<file path="src/sha1md_pkg.sv">
// Shared types, constants and round functions for the SHA-1 digest block.
`timescale 1ns / 1ps
package sha1md_pkg;

    typedef logic [31:0] t_word;
    typedef logic [1:0]  t_byte_src;
    typedef logic [1:0]  t_phase;

    localparam int NUM_WORDS = 5;

    localparam t_byte_src SRC_MSG  = 2'd0;
    localparam t_byte_src SRC_80   = 2'd1;
    localparam t_byte_src SRC_ZERO = 2'd2;
    localparam t_byte_src SRC_LEN  = 2'd3;

    localparam t_phase PH_CH  = 2'd0;
    localparam t_phase PH_P1  = 2'd1;
    localparam t_phase PH_MAJ = 2'd2;
    localparam t_phase PH_P3  = 2'd3;

    localparam logic [5:0] POS_LAST   = 6'd63;
    localparam logic [5:0] POS_LENGTH = 6'd56;
    localparam logic [6:0] ROUND_LAST = 7'd79;
    localparam logic [6:0] ROUND_P1   = 7'd20;
    localparam logic [6:0] ROUND_MAJ  = 7'd40;
    localparam logic [6:0] ROUND_P3   = 7'd60;
    localparam logic [2:0] LEN_LAST   = 3'd7;
    localparam logic [2:0] WORD_LAST  = 3'd4;

    localparam logic [7:0] PAD_BYTE = 8'h80;

    localparam t_word INIT_H [NUM_WORDS] = '{
        32'h67452301, 32'hEFCDAB89, 32'h98BADCFE, 32'h10325476, 32'hC3D2E1F0
    };

    typedef struct packed {
        logic      absorb;
        t_byte_src src;
        logic      load_work;
        logic      round;
        t_phase    phase;
        logic      add;
        logic      finish;
        logic [2:0] word_sel;
    } t_dp_cmd;

    function automatic t_word round_f(input t_phase ph, input t_word b, input t_word c,
                                      input t_word d);
        t_word f;
        unique case (ph)
            PH_CH:   f = (b & c) | (~b & d);
            PH_MAJ:  f = (b & c) | (b & d) | (c & d);
            default: f = b ^ c ^ d;
        endcase
        return f;
    endfunction

    function automatic t_word round_k(input t_phase ph);
        t_word k;
        unique case (ph)
            PH_CH:   k = 32'h5A827999;
            PH_P1:   k = 32'h6ED9EBA1;
            PH_MAJ:  k = 32'h8F1BBCDC;
            default: k = 32'hCA62C1D6;
        endcase
        return k;
    endfunction

endpackage

</file>
<file path="src/sha1md_if.sv">
// Valid/ready stream interfaces for the byte input and the digest output.
`timescale 1ns / 1ps
interface sha1md_in_if;
    logic       valid;
    logic       ready;
    logic [7:0] data_byte;
    logic       has_byte;
    logic       last_byte;

    modport source (output valid, output data_byte, output has_byte, output last_byte,
                    input ready);
    modport sink (input valid, input data_byte, input has_byte, input last_byte,
                  output ready);
endinterface

interface sha1md_out_if;
    logic        valid;
    logic        ready;
    logic [31:0] digest_word;
    logic [2:0]  word_index;
    logic        last_word;

    modport source (output valid, output digest_word, output word_index,
                    output last_word, input ready);
    modport sink (input valid, input digest_word, input word_index, input last_word,
                  output ready);
endinterface

</file>
<file path="src/sha1md_ctrl.sv">
// Controller: byte fill, padding, round sequencing and digest output.
`timescale 1ns / 1ps
module sha1md_ctrl
    import sha1md_pkg::*;
(
    input  logic    i_clk,
    input  logic    i_rst_n,
    input  logic    i_in_valid,
    input  logic    i_has_byte,
    input  logic    i_last_byte,
    output logic    o_in_ready,
    output logic    o_out_valid,
    input  logic    i_out_ready,
    output t_dp_cmd o_cmd
);

    localparam logic [2:0] S_IDLE  = 3'd0;
    localparam logic [2:0] S_PAD80 = 3'd1;
    localparam logic [2:0] S_PADZ  = 3'd2;
    localparam logic [2:0] S_LEN   = 3'd3;
    localparam logic [2:0] S_ROUND = 3'd4;
    localparam logic [2:0] S_ADD   = 3'd5;
    localparam logic [2:0] S_EMIT  = 3'd6;

    logic [2:0] r_state, n_state;
    logic [2:0] r_ret, n_ret;
    logic [5:0] r_pos, n_pos;
    logic [6:0] r_round, n_round;
    logic [2:0] r_len_cnt, n_len_cnt;
    logic [2:0] r_idx, n_idx;
    logic [5:0] pos_inc;
    logic [2:0] follow;
    logic       blk_end;

    assign pos_inc = r_pos + 6'd1;
    assign blk_end = (r_pos == POS_LAST);

    always_comb begin
        n_state   = r_state;
        n_ret     = r_ret;
        n_pos     = r_pos;
        n_round   = r_round;
        n_len_cnt = r_len_cnt;
        n_idx     = r_idx;
        follow    = S_IDLE;
        o_in_ready  = 1'b0;
        o_out_valid = 1'b0;
        o_cmd = '0;
        o_cmd.word_sel = r_idx;
        unique case (r_state)
            S_IDLE: begin
                o_in_ready = 1'b1;
                if (i_in_valid) begin
                    follow = i_last_byte ? S_PAD80 : S_IDLE;
                    if (i_has_byte) begin
                        o_cmd.absorb = 1'b1;
                        o_cmd.src    = SRC_MSG;
                        n_pos        = pos_inc;
                    end
                    if (i_has_byte && blk_end) begin
                        o_cmd.load_work = 1'b1;
                        n_ret   = follow;
                        n_state = S_ROUND;
                    end else begin
                        n_state = follow;
                    end
                end
            end
            S_PAD80, S_PADZ: begin
                o_cmd.absorb = 1'b1;
                o_cmd.src    = (r_state == S_PAD80) ? SRC_80 : SRC_ZERO;
                n_pos        = pos_inc;
                follow       = (pos_inc == POS_LENGTH) ? S_LEN : S_PADZ;
                if (blk_end) begin
                    o_cmd.load_work = 1'b1;
                    n_ret   = follow;
                    n_state = S_ROUND;
                end else begin
                    n_state = follow;
                end
            end
            S_LEN: begin
                o_cmd.absorb = 1'b1;
                o_cmd.src    = SRC_LEN;
                n_pos        = pos_inc;
                n_len_cnt    = r_len_cnt + 3'd1;
                follow       = (r_len_cnt == LEN_LAST) ? S_EMIT : S_LEN;
                if (blk_end) begin
                    o_cmd.load_work = 1'b1;
                    n_ret   = follow;
                    n_state = S_ROUND;
                end else begin
                    n_state = follow;
                end
            end
            S_ROUND: begin
                o_cmd.round = 1'b1;
                priority if (r_round < ROUND_P1) begin
                    o_cmd.phase = PH_CH;
                end else if (r_round < ROUND_MAJ) begin
                    o_cmd.phase = PH_P1;
                end else if (r_round < ROUND_P3) begin
                    o_cmd.phase = PH_MAJ;
                end else begin
                    o_cmd.phase = PH_P3;
                end
                if (r_round == ROUND_LAST) begin
                    n_round = '0;
                    n_state = S_ADD;
                end else begin
                    n_round = r_round + 7'd1;
                end
            end
            S_ADD: begin
                o_cmd.add = 1'b1;
                n_state   = r_ret;
            end
            S_EMIT: begin
                o_out_valid = 1'b1;
                if (i_out_ready) begin
                    if (r_idx == WORD_LAST) begin
                        o_cmd.finish = 1'b1;
                        n_idx   = '0;
                        n_state = S_IDLE;
                    end else begin
                        n_idx = r_idx + 3'd1;
                    end
                end
            end
            default: begin
                n_state = S_IDLE;
            end
        endcase
    end

    always_ff @(posedge i_clk) begin
        if (!i_rst_n) begin
            r_state   <= S_IDLE;
            r_ret     <= S_IDLE;
            r_pos     <= '0;
            r_round   <= '0;
            r_len_cnt <= '0;
            r_idx     <= '0;
        end else begin
            r_state   <= n_state;
            r_ret     <= n_ret;
            r_pos     <= n_pos;
            r_round   <= n_round;
            r_len_cnt <= n_len_cnt;
            r_idx     <= n_idx;
        end
    end

endmodule

</file>
<file path="src/sha1md_dp.sv">
// Datapath: block shift register, message schedule, round logic, chaining words.
`timescale 1ns / 1ps
module sha1md_dp
    import sha1md_pkg::*;
(
    input  logic        i_clk,
    input  logic        i_rst_n,
    input  t_dp_cmd     i_cmd,
    input  logic [7:0]  i_data_byte,
    output logic [31:0] o_digest_word,
    output logic [2:0]  o_word_index,
    output logic        o_last_word
);

    logic [511:0] r_blk;
    t_word        r_h [NUM_WORDS];
    t_word        r_a, r_b, r_c, r_d, r_e;
    logic [63:0]  r_bits;
    logic [7:0]   byte_in;
    t_word        w_cur, w_x, w_new, t_sum;

    always_comb begin
        unique case (i_cmd.src)
            SRC_MSG:  byte_in = i_data_byte;
            SRC_80:   byte_in = PAD_BYTE;
            SRC_ZERO: byte_in = 8'h00;
            default:  byte_in = r_bits[63:56];
        endcase
    end

    assign w_cur = r_blk[511:480];
    assign w_x   = r_blk[95:64] ^ r_blk[255:224] ^ r_blk[447:416] ^ w_cur;
    assign w_new = {w_x[30:0], w_x[31]};
    assign t_sum = {r_a[26:0], r_a[31:27]} + round_f(i_cmd.phase, r_b, r_c, r_d)
                   + r_e + round_k(i_cmd.phase) + w_cur;

    always_ff @(posedge i_clk) begin
        if (i_cmd.absorb) begin
            r_blk <= {r_blk[503:0], byte_in};
        end else if (i_cmd.round) begin
            r_blk <= {r_blk[479:0], w_new};
        end
    end

    always_ff @(posedge i_clk) begin
        if (i_cmd.load_work) begin
            r_a <= r_h[0];
            r_b <= r_h[1];
            r_c <= r_h[2];
            r_d <= r_h[3];
            r_e <= r_h[4];
        end else if (i_cmd.round) begin
            r_a <= t_sum;
            r_b <= r_a;
            r_c <= {r_b[1:0], r_b[31:2]};
            r_d <= r_c;
            r_e <= r_d;
        end
    end

    always_ff @(posedge i_clk) begin
        if (!i_rst_n || i_cmd.finish) begin
            for (int i = 0; i < NUM_WORDS; i++) begin
                r_h[i] <= INIT_H[i];
            end
            r_bits <= '0;
        end else begin
            if (i_cmd.add) begin
                r_h[0] <= r_h[0] + r_a;
                r_h[1] <= r_h[1] + r_b;
                r_h[2] <= r_h[2] + r_c;
                r_h[3] <= r_h[3] + r_d;
                r_h[4] <= r_h[4] + r_e;
            end
            if (i_cmd.absorb && i_cmd.src == SRC_MSG) begin
                r_bits <= r_bits + 64'd8;
            end else if (i_cmd.absorb && i_cmd.src == SRC_LEN) begin
                r_bits <= {r_bits[55:0], 8'h00};
            end
        end
    end

    assign o_digest_word = (i_cmd.word_sel <= WORD_LAST) ? r_h[i_cmd.word_sel] : r_h[0];
    assign o_word_index  = i_cmd.word_sel;
    assign o_last_word   = (i_cmd.word_sel == WORD_LAST);

endmodule

</file>
<file path="src/sha1_message_digest.sv">
// Top level of the SHA-1 message digest block.
`timescale 1ns / 1ps
// SHA-1 over a byte stream. Each input transfer carries at most one message byte and
// may end the message. Every 64th byte starts a compression (80 rounds on a single
// round unit plus the chaining add), during which input is held off. On the end of a
// message the block appends padding and the 64-bit bit length (9 to 72 bytes) one
// byte per cycle while no compression runs, runs one or two compressions, then
// presents the five digest words, h0 first, one per output transfer, and returns
// to the initial hash values. No input is taken while digest words wait.
module sha1_message_digest
    import sha1md_pkg::*;
(
    input  logic               i_clk,
    input  logic               i_rst_n,
    sha1md_in_if.sink          i_in,
    sha1md_out_if.source       o_out
);

    t_dp_cmd cmd;

    sha1md_ctrl u_ctrl (
        .i_clk       (i_clk),
        .i_rst_n     (i_rst_n),
        .i_in_valid  (i_in.valid),
        .i_has_byte  (i_in.has_byte),
        .i_last_byte (i_in.last_byte),
        .o_in_ready  (i_in.ready),
        .o_out_valid (o_out.valid),
        .i_out_ready (o_out.ready),
        .o_cmd       (cmd)
    );

    sha1md_dp u_dp (
        .i_clk         (i_clk),
        .i_rst_n       (i_rst_n),
        .i_cmd         (cmd),
        .i_data_byte   (i_in.data_byte),
        .o_digest_word (o_out.digest_word),
        .o_word_index  (o_out.word_index),
        .o_last_word   (o_out.last_word)
    );

endmodule

</file>
<file path="src/flat_wrapper.sv">
// flat-port wrapper written by rule: the top's interface ports become plain ports
module sha1_message_digest_flat import sha1md_pkg::*;
  (i_clk, i_rst_n, i_in_valid, i_in_data_byte, i_in_has_byte, i_in_last_byte, i_in_ready, o_out_valid, o_out_digest_word, o_out_word_index, o_out_last_word, o_out_ready);
  sha1md_in_if i_in_i ();
  sha1md_out_if o_out_i ();
  input  logic i_clk;
  input  logic i_rst_n;
  input wire logic [$bits(i_in_i.valid)-1:0] i_in_valid;
  input wire logic [$bits(i_in_i.data_byte)-1:0] i_in_data_byte;
  input wire logic [$bits(i_in_i.has_byte)-1:0] i_in_has_byte;
  input wire logic [$bits(i_in_i.last_byte)-1:0] i_in_last_byte;
  output wire logic [$bits(i_in_i.ready)-1:0] i_in_ready;
  output wire logic [$bits(o_out_i.valid)-1:0] o_out_valid;
  output wire logic [$bits(o_out_i.digest_word)-1:0] o_out_digest_word;
  output wire logic [$bits(o_out_i.word_index)-1:0] o_out_word_index;
  output wire logic [$bits(o_out_i.last_word)-1:0] o_out_last_word;
  input wire logic [$bits(o_out_i.ready)-1:0] o_out_ready;
  assign i_in_i.valid = i_in_valid;
  assign i_in_i.data_byte = i_in_data_byte;
  assign i_in_i.has_byte = i_in_has_byte;
  assign i_in_i.last_byte = i_in_last_byte;
  assign i_in_ready = i_in_i.ready;
  assign o_out_valid = o_out_i.valid;
  assign o_out_digest_word = o_out_i.digest_word;
  assign o_out_word_index = o_out_i.word_index;
  assign o_out_last_word = o_out_i.last_word;
  assign o_out_i.ready = o_out_ready;
  sha1_message_digest u_core (.i_clk(i_clk), .i_rst_n(i_rst_n), .i_in(i_in_i), .o_out(o_out_i));
endmodule
</file>
<file path="config.mk">
export PLATFORM = sky130hd
export DESIGN_NAME = sha1_message_digest_flat
export DESIGN_NICKNAME = d
export VERILOG_FILES = /design/src/sha1md_pkg.sv /design/src/sha1md_if.sv /design/src/sha1md_ctrl.sv /design/src/sha1md_dp.sv /design/src/sha1_message_digest.sv /design/src/flat_wrapper.sv
export SDC_FILE = /design/constraint.sdc
export NUM_CORES = 2
export LEC_CHECK = 0
export BUFFER_PORTS_ARGS = -buffer_cell sky130_fd_sc_hd__buf_2
export CAP_MARGIN = 20
export CORE_MARGIN = 2
export CORE_UTILIZATION = 45
export CTS_CLUSTER_SIZE = 16
export DETAILED_ROUTE_END_ITERATION = 10
export GPL_ROUTABILITY_DRIVEN = 0
export PLACE_DENSITY_LB_ADDON = 0.12
export SYNTH_ARGS = -nofsm -noshare
export SYNTH_HDL_FRONTEND = slang
export SYNTH_SLANG_ARGS = --single-unit
</file>
<file path="constraint.sdc">
create_clock -name i_clk -period 19.5 [get_ports i_clk]
set_input_delay 1.95 -clock i_clk [delete_from_list [all_inputs] [get_ports i_clk]]
set_output_delay 1.95 -clock i_clk [all_outputs]
set_load 0.005 [all_outputs]
</file>
# After elaboration in Yosys (flattened, before gate mapping)
# Memory sizes are Yosys's and may differ from the RTL's. A register that Yosys moved wholly into a read port is not among the register bits.
# Cells that the tools add are included.
# Widths: inputs -> output; s select.
[totals]
regBits = 761
mem_count = 1
mem_bits_rw = 160
inputBits = 14
[memory_table]
columns = ["memory", "words", "word_bits", "rd", "rd_clocked_by_memory_dff", "write_ports", "line", "rtl"]
rows = [
  ["u_core.u_dp.r_h", 5, 32, 6, 1, 5, "sha1md_dp.sv:16", "t_word r_h [NUM_WORDS];"],
]
[classes]
add_sub_neg = 14
n_eq_ne = 24
n_bitwise = 18
muxes = 67
magnitude_cmp = 4
reduce_logical = 19
[ops]
columns = ["operator", "n"]
rows = [
  ["$mux 512", 2],
  ["$mux 32", 16],
  ["$add 32x32->32", 9],
  ["$xor 32x32->32", 5],
  ["$and 32x32->32", 4],
  ["$mux 64", 2],
  ["$or 32x32->32", 3],
  ["$pmux 32 s3", 1],
  ["$add 64x4->64 const B", 1],
  ["$pmux 32 s2", 1],
  ["$mux 3", 17],
  ["$not 32->32", 1],
  ["$pmux 8 s3", 1],
  ["$pmux 3 s6", 1],
  ["$mux 1", 16],
  ["$ne 2x2->1 const B", 8],
  ["$eq 3x3->1 const B", 5],
  ["$lt 7x6->1 const B", 2],
  ["$eq 6x6->1 const B", 2],
  ["$mux 6", 2],
  ["$pmux 4 s3", 1],
  ["$pmux 6 s2", 1],
  ["$pmux 3 s3", 1],
  ["$reduce_bool 2->1", 4],
  ["26 further kinds", 40],
]

# Logic depth before layout (Yosys ltp)
[depth]
ltp_word = 13
ltp_mapped = 28
depth_no_buf = 24

# By module
# From an unflattened synthesis, not the netlist that was laid out.
[hier_totals]
cells_unflattened = 4612
hier_area_um2 = 53543.9
[by_module_without_submodules]
columns = ["module", "area_per_inst_um2", "instances", "cells_per_inst", "seq_area_each_um2"]
rows = [
  ["sha1md_dp", 52044.9, 1, 4434, 26205.1],
  ["sha1md_ctrl", 1498.9, 1, 178, 500.5],
]

# Worst setup path after synthesis
# Ideal clock, no wire load.
[synth_path]
path_type = "in2reg"
start = "input port i_in_valid"
end = "register u_core.u_dp.r_blk[0], enable pin"
cell_stages = 6
required_time_ps = 15849
arrival_ps = 11224
path_buffers = 3
slack_ps = 4625
cell_sequence = "nand2_1 > a21o_1 > clkbuf_1 > clkbuf_1 > clkbuf_1 > nand2_1"
[synth_via]
elab_chain_len = 3
[synth_rtl]
columns = ["item", "line", "rtl"]
rows = [
  ["start: declaration", "flat_wrapper.sv:8", "input wire logic [$bits(i_in_i.valid)-1:0] i_in_valid;"],
  ["$mux 4", "sha1md_ctrl.sv:53", "if (i_in_valid) begin"],
  ["$pmux 4 s3", "sha1md_ctrl.sv:50", "unique case (r_state)"],
  ["$reduce_bool 2->1 (no source line)", "n/a", ""],
  ["end signal: assignment", "sha1md_dp.sv:39", "r_blk <= {r_blk[503:0], byte_in};"],
  ["end signal: assignment", "sha1md_dp.sv:41", "r_blk <= {r_blk[479:0], w_new};"],
  ["end: declaration", "sha1md_dp.sv:15", "logic [511:0] r_blk;"],
]
# No other way between the ends.
# A chain may end at the register's enable or synchronous reset.

# Final worst setup path
[layout_path]
start = "register u_core.u_ctrl.r_state[0]"
end = "register u_core.u_dp.r_a[29] (data pin)"
[layout_via]
elab_chain_len = 10
[layout_rtl]
columns = ["item", "line", "rtl"]
rows = [
  ["start: declaration", "sha1md_ctrl.sv:25", "logic [2:0] r_state, n_state;"],
  ["start signal: assignment", "sha1md_ctrl.sv:145", "r_state <= n_state;"],
  ["$eq 3x3->1", "sha1md_ctrl.sv:50", ""],
  ["$mux 3", "sha1md_ctrl.sv:50", ""],
  ["$eq 2x2->1 / $logic_not 2->1 (equally long branches)", "sha1md_pkg.sv:50, sha1md_pkg.sv:60", ""],
  ["$pmux 32 s2", "sha1md_pkg.sv:50", "unique case (ph)"],
  ["$add 32x32->32", "sha1md_dp.sv:34", "assign t_sum = {r_a[26:0], r_a[31:27]} + round_f(i_cmd.phase, r_b, r_c, r_d)"],
  ["$add 32x32->32 (3 in a row)", "sha1md_dp.sv:35", "+ r_e + round_k(i_cmd.phase) + w_cur;"],
  ["$mux 32", "sha1md_dp.sv:52", "end else if (i_cmd.round) begin"],
  ["$mux 32 (*)", "sha1md_dp.sv:46", "if (i_cmd.load_work) begin"],
  ["end signal: assignment", "sha1md_dp.sv:47", "r_a <= r_h[0];"],
  ["end signal: assignment", "sha1md_dp.sv:53", "r_a <= t_sum;"],
  ["end: declaration", "sha1md_dp.sv:17", "t_word r_a, r_b, r_c, r_d, r_e;"],
]
# Mark *: on every way between the ends. The rest lies on a longest branch, timed or not. The select of a mux whose other input is x is not followed.

==> run metrics <==
status complete, no violations; Post-Route Setup TNS 0 ns; post-route cell area 59300 um2; Vias 40200; post_cts resized 0; final wirelength 150000 um; Final Setup Violations 0; DRT Pass-1 Iters 6; clock buffer depth 3; area of the multi-input gates 25300 um2; Final Critical Period 7.39 ns; Tot GR Track Use 24.2%; hold endpoint u_core.u_ctrl.r_len_cnt[1]; Initial Utilization 45.2%; DR vias/cell 5.47; fin crit share 37.9%; Final Util between 40% and 50%; Net count, final about 6000; layout overhead on the synthesized area 9.62%; max_slew headroom roughly a quarter; Post-DP Area 55900 um2; CP peak stage delay 0.59 ns; setup ws final 12.11 ns; total area of sequential cells 26800 um2; layout cell share with drive strength beyond 1 5.74%; R2R setup slack 12.11 ns; area of the die around 120000 um2; worst r2r src u_core.u_ctrl.r_state[0]; Synth Net Count between 6000 and 7000; Hold Crit Class flip-flop to flip-flop; worst-margin pin slew ~1.1 ns; Top FF cell, synth edfxtp_1; die width roughly 350 um; kind of critical path flip-flop to flip-flop; Bufs and invs on worst path 5; Synth Instances 5690; total grt overflow 0; Hold-fix buffers, CTS 0; RR Endpoint u_core.u_dp.r_a[29]; Slowest cell on crit path buf_4; antenna-violating nets left 0; count of state elements after synthesis 921; fin. max-slew vios 0; Ys Warns 0; Worst Skew ~0.026 ns; Port-buffer cells 51; cell area after synthesis 54100 um2; global-route wire length before repair 228000 um; CTS sink cnt 921; Ports 52; Post-CTS Setup Bufs 0; Synth area leader edfxtp_1; Post-synth EDFFs 832; Hold Crit Depth 2; Pleak around 0.024 uW; worst skew pair latency 0.73 ns; Most Frequent Cell on Critical Path inv_1; commonest non-fill, non-tap cells in the layout nand2_1, edfxtp_1, o21ai_0; height of the die approximately 350 um; synthesized area per cell about 9.5 um2; post-synthesis async set-or-reset flop share 0%; Hold Path Origin u_core.u_ctrl.r_len_cnt[1]; reg2reg path depth 24; Peak VDD IR around 0.073 mV; share of the synthesized area in the top cell type 46.2%; DP Worst Slack 12.24 ns; Yosys cell types 95; endpoints failing hold 0; H-tree Lvls 3; power per cell area 95.5 nW/um2; clock slew at reported path FFs 0.06 ns; Crit path max-delay family compound AO/OA/AOI/OAI gates; Fill cells between 10000 and 15000; cts bufs inserted 105; FMAX 135 MHz; startpoint type of the worst setup path flip-flop; Iter 0 DRT Violations between 3000 and 4000; Cell Rows 127; register area share after synthesis 49.5%; commonest non-fill, non-tap cell in the layout nand2_1; vias in the first global route around 38000; core box area 120000 um2; initial antenna violation count 1; WP data required 19.93 ns; crit path DAT 7.82 ns; total of max-cap violations 0; worst-path fanout max 67; Avg WL per Cell about 20 um; TritonCTS clock tree built; crit-path cells nor2_1, nand2_1, nor2_4, buf_4, inv_1, ha_1, a221oi_1, a21oi_1, fa_1, inv_1, fa_1, inv_1, ha_1, inv_1, fa_1, nor2b_1, o21a_1, o21ai_0, a211oi_1, o311ai_1, o21ai_1, a211oi_1, xor2_1, o21ai_1; leading post-synthesis cells by cell area edfxtp_1, nand2_1, ha_1, fa_1, dfxtp_1; largest net degree at the start of global routing 212; DRC 0; nature of the critical path endpoint flip-flop; Final HPWL DP 104000 um; RSZ-0062 raised after global routing no; WHS 0.475 ns; CTS Root Buffer Type clkbuf_16
## registers in the layout, summed over array words and instances (netlist names), 6 cells and up, named ones only
register	cells
u_core.u_ctrl.r_pos	6
u_core.u_ctrl.r_round	7
u_core.u_dp.r_a	32
u_core.u_dp.r_b	32
u_core.u_dp.r_bits	61
u_core.u_dp.r_blk	512
u_core.u_dp.r_c	32
u_core.u_dp.r_d	32
u_core.u_dp.r_e	32
u_core.u_dp.r_h	160
## cell usage after synthesis (all sizes together), types with 7 or more instances
master and instances:
a211oi 32, nor2 245, a211o 8, and4 9, a221oi 46, xnor2 176
nand4 26, a21o 129, mux4 32, nand3 78, o21ai 362, or3 12
nor2b 28, inv 305, xor2 73, a31oi 52, clkbuf 227, a21oi 192
o211ai 15, and3 38, mux2i 40, ha 206, nor3 54, o31ai 10
fa 125, and2 30, buf 25, nand2b 37, nand2 1959, a32oi 7
dfxtp 89, a21boi 16, o21a 39, or2 8, o21bai 15, nor4 18
edfxtp 832, a22oi 16
## worst register-to-register path, cell delays in order (launching register included)
cell      delay, ns
dfxtp_1        0.46
nor2_1         0.52
nand2_1        0.44
nor2_4         0.21
buf_4          0.59
inv_1          0.27
ha_1           0.52
a221oi_1       0.37
a21oi_1        0.10
fa_1           0.51
inv_1          0.05
fa_1           0.49
inv_1          0.04
ha_1           0.20
inv_1          0.07
fa_1           0.21
nor2b_1        0.06
o21a_1         0.18
o21ai_0        0.39
a211oi_1       0.20
o311ai_1       0.49
o21ai_1        0.20
a211oi_1       0.28
xor2_1         0.18
o21ai_1        0.07
## power breakdown
group	internal, uW	switching [uW]
Combinational	387	616
Sequential	2490	170
Clock	1150	850
## kinds of logic (layout without fill, tap and decap cells)
group | count (synthesis) | count (layout) | share of synthesized area, %
simple gates | 2563 | 2563 | 19.5
compound gates | 995 | 995 | 11.6
flops | 921 | 921 | 49.5
buf+inv | 557 | 595 | 3.88
fa+ha+maj | 331 | 331 | 9.39
xor+xnor | 249 | 249 | 4.03
mux | 74 | 74 | 2.11
other cells | 0 | 1 | 0
## per-layer routing
metal	routed length [um]	up-vias	share of wire, %	global-route usage (%)
met3	7850	237	5.2	3.82
li1	-	19500	-	-
met5	0	-	0	0
met4	5770	0	3.9	9.11
met2	68600	970	46	38.2
met1	67500	19500	45	33.5
## per-stage QoR
stage,std cells,power (uW)
6_report,7341,5660
5_1_grt,7340,5960
4_1_cts,7338,5720
3_5_place_dp,7141,3710
3_3_place_gp,7141,3700
2_1_floorplan,5690,3490
## area by class of cell
cell class                 count  area share, %
sequential                   921           45.1
multi-input combinational   4212           42.7
clock buffer                 134           4.81
tap                         1612           3.40
inverter                     305           1.93
timing repair buffer          93           1.05
clock inverter                63          0.943
antenna                        1        0.00422
## worst max path at each step
stage | from | to | slack [ns] | depth (start not counted)
CTS | u_core.u_ctrl.r_state[0] | u_core.u_dp.r_a[29] | 12.17 | 24
detailed placement | u_core.u_ctrl.r_state[0] | u_core.u_dp.r_a[29] | 12.24 | 24
finish | u_core.u_ctrl.r_state[0] | u_core.u_dp.r_a[29] | 12.11 | 24
global route | u_core.u_ctrl.r_state[0] | u_core.u_dp.r_a[29] | 11.49 | 24
floorplan | i_in_valid | u_core.u_dp.r_blk[0] | 4.62 | 6
global placement | u_core.u_ctrl.r_state[0] | u_core.u_dp.r_a[29] | 12.41 | 24
(Power assumes the default switching activity.)
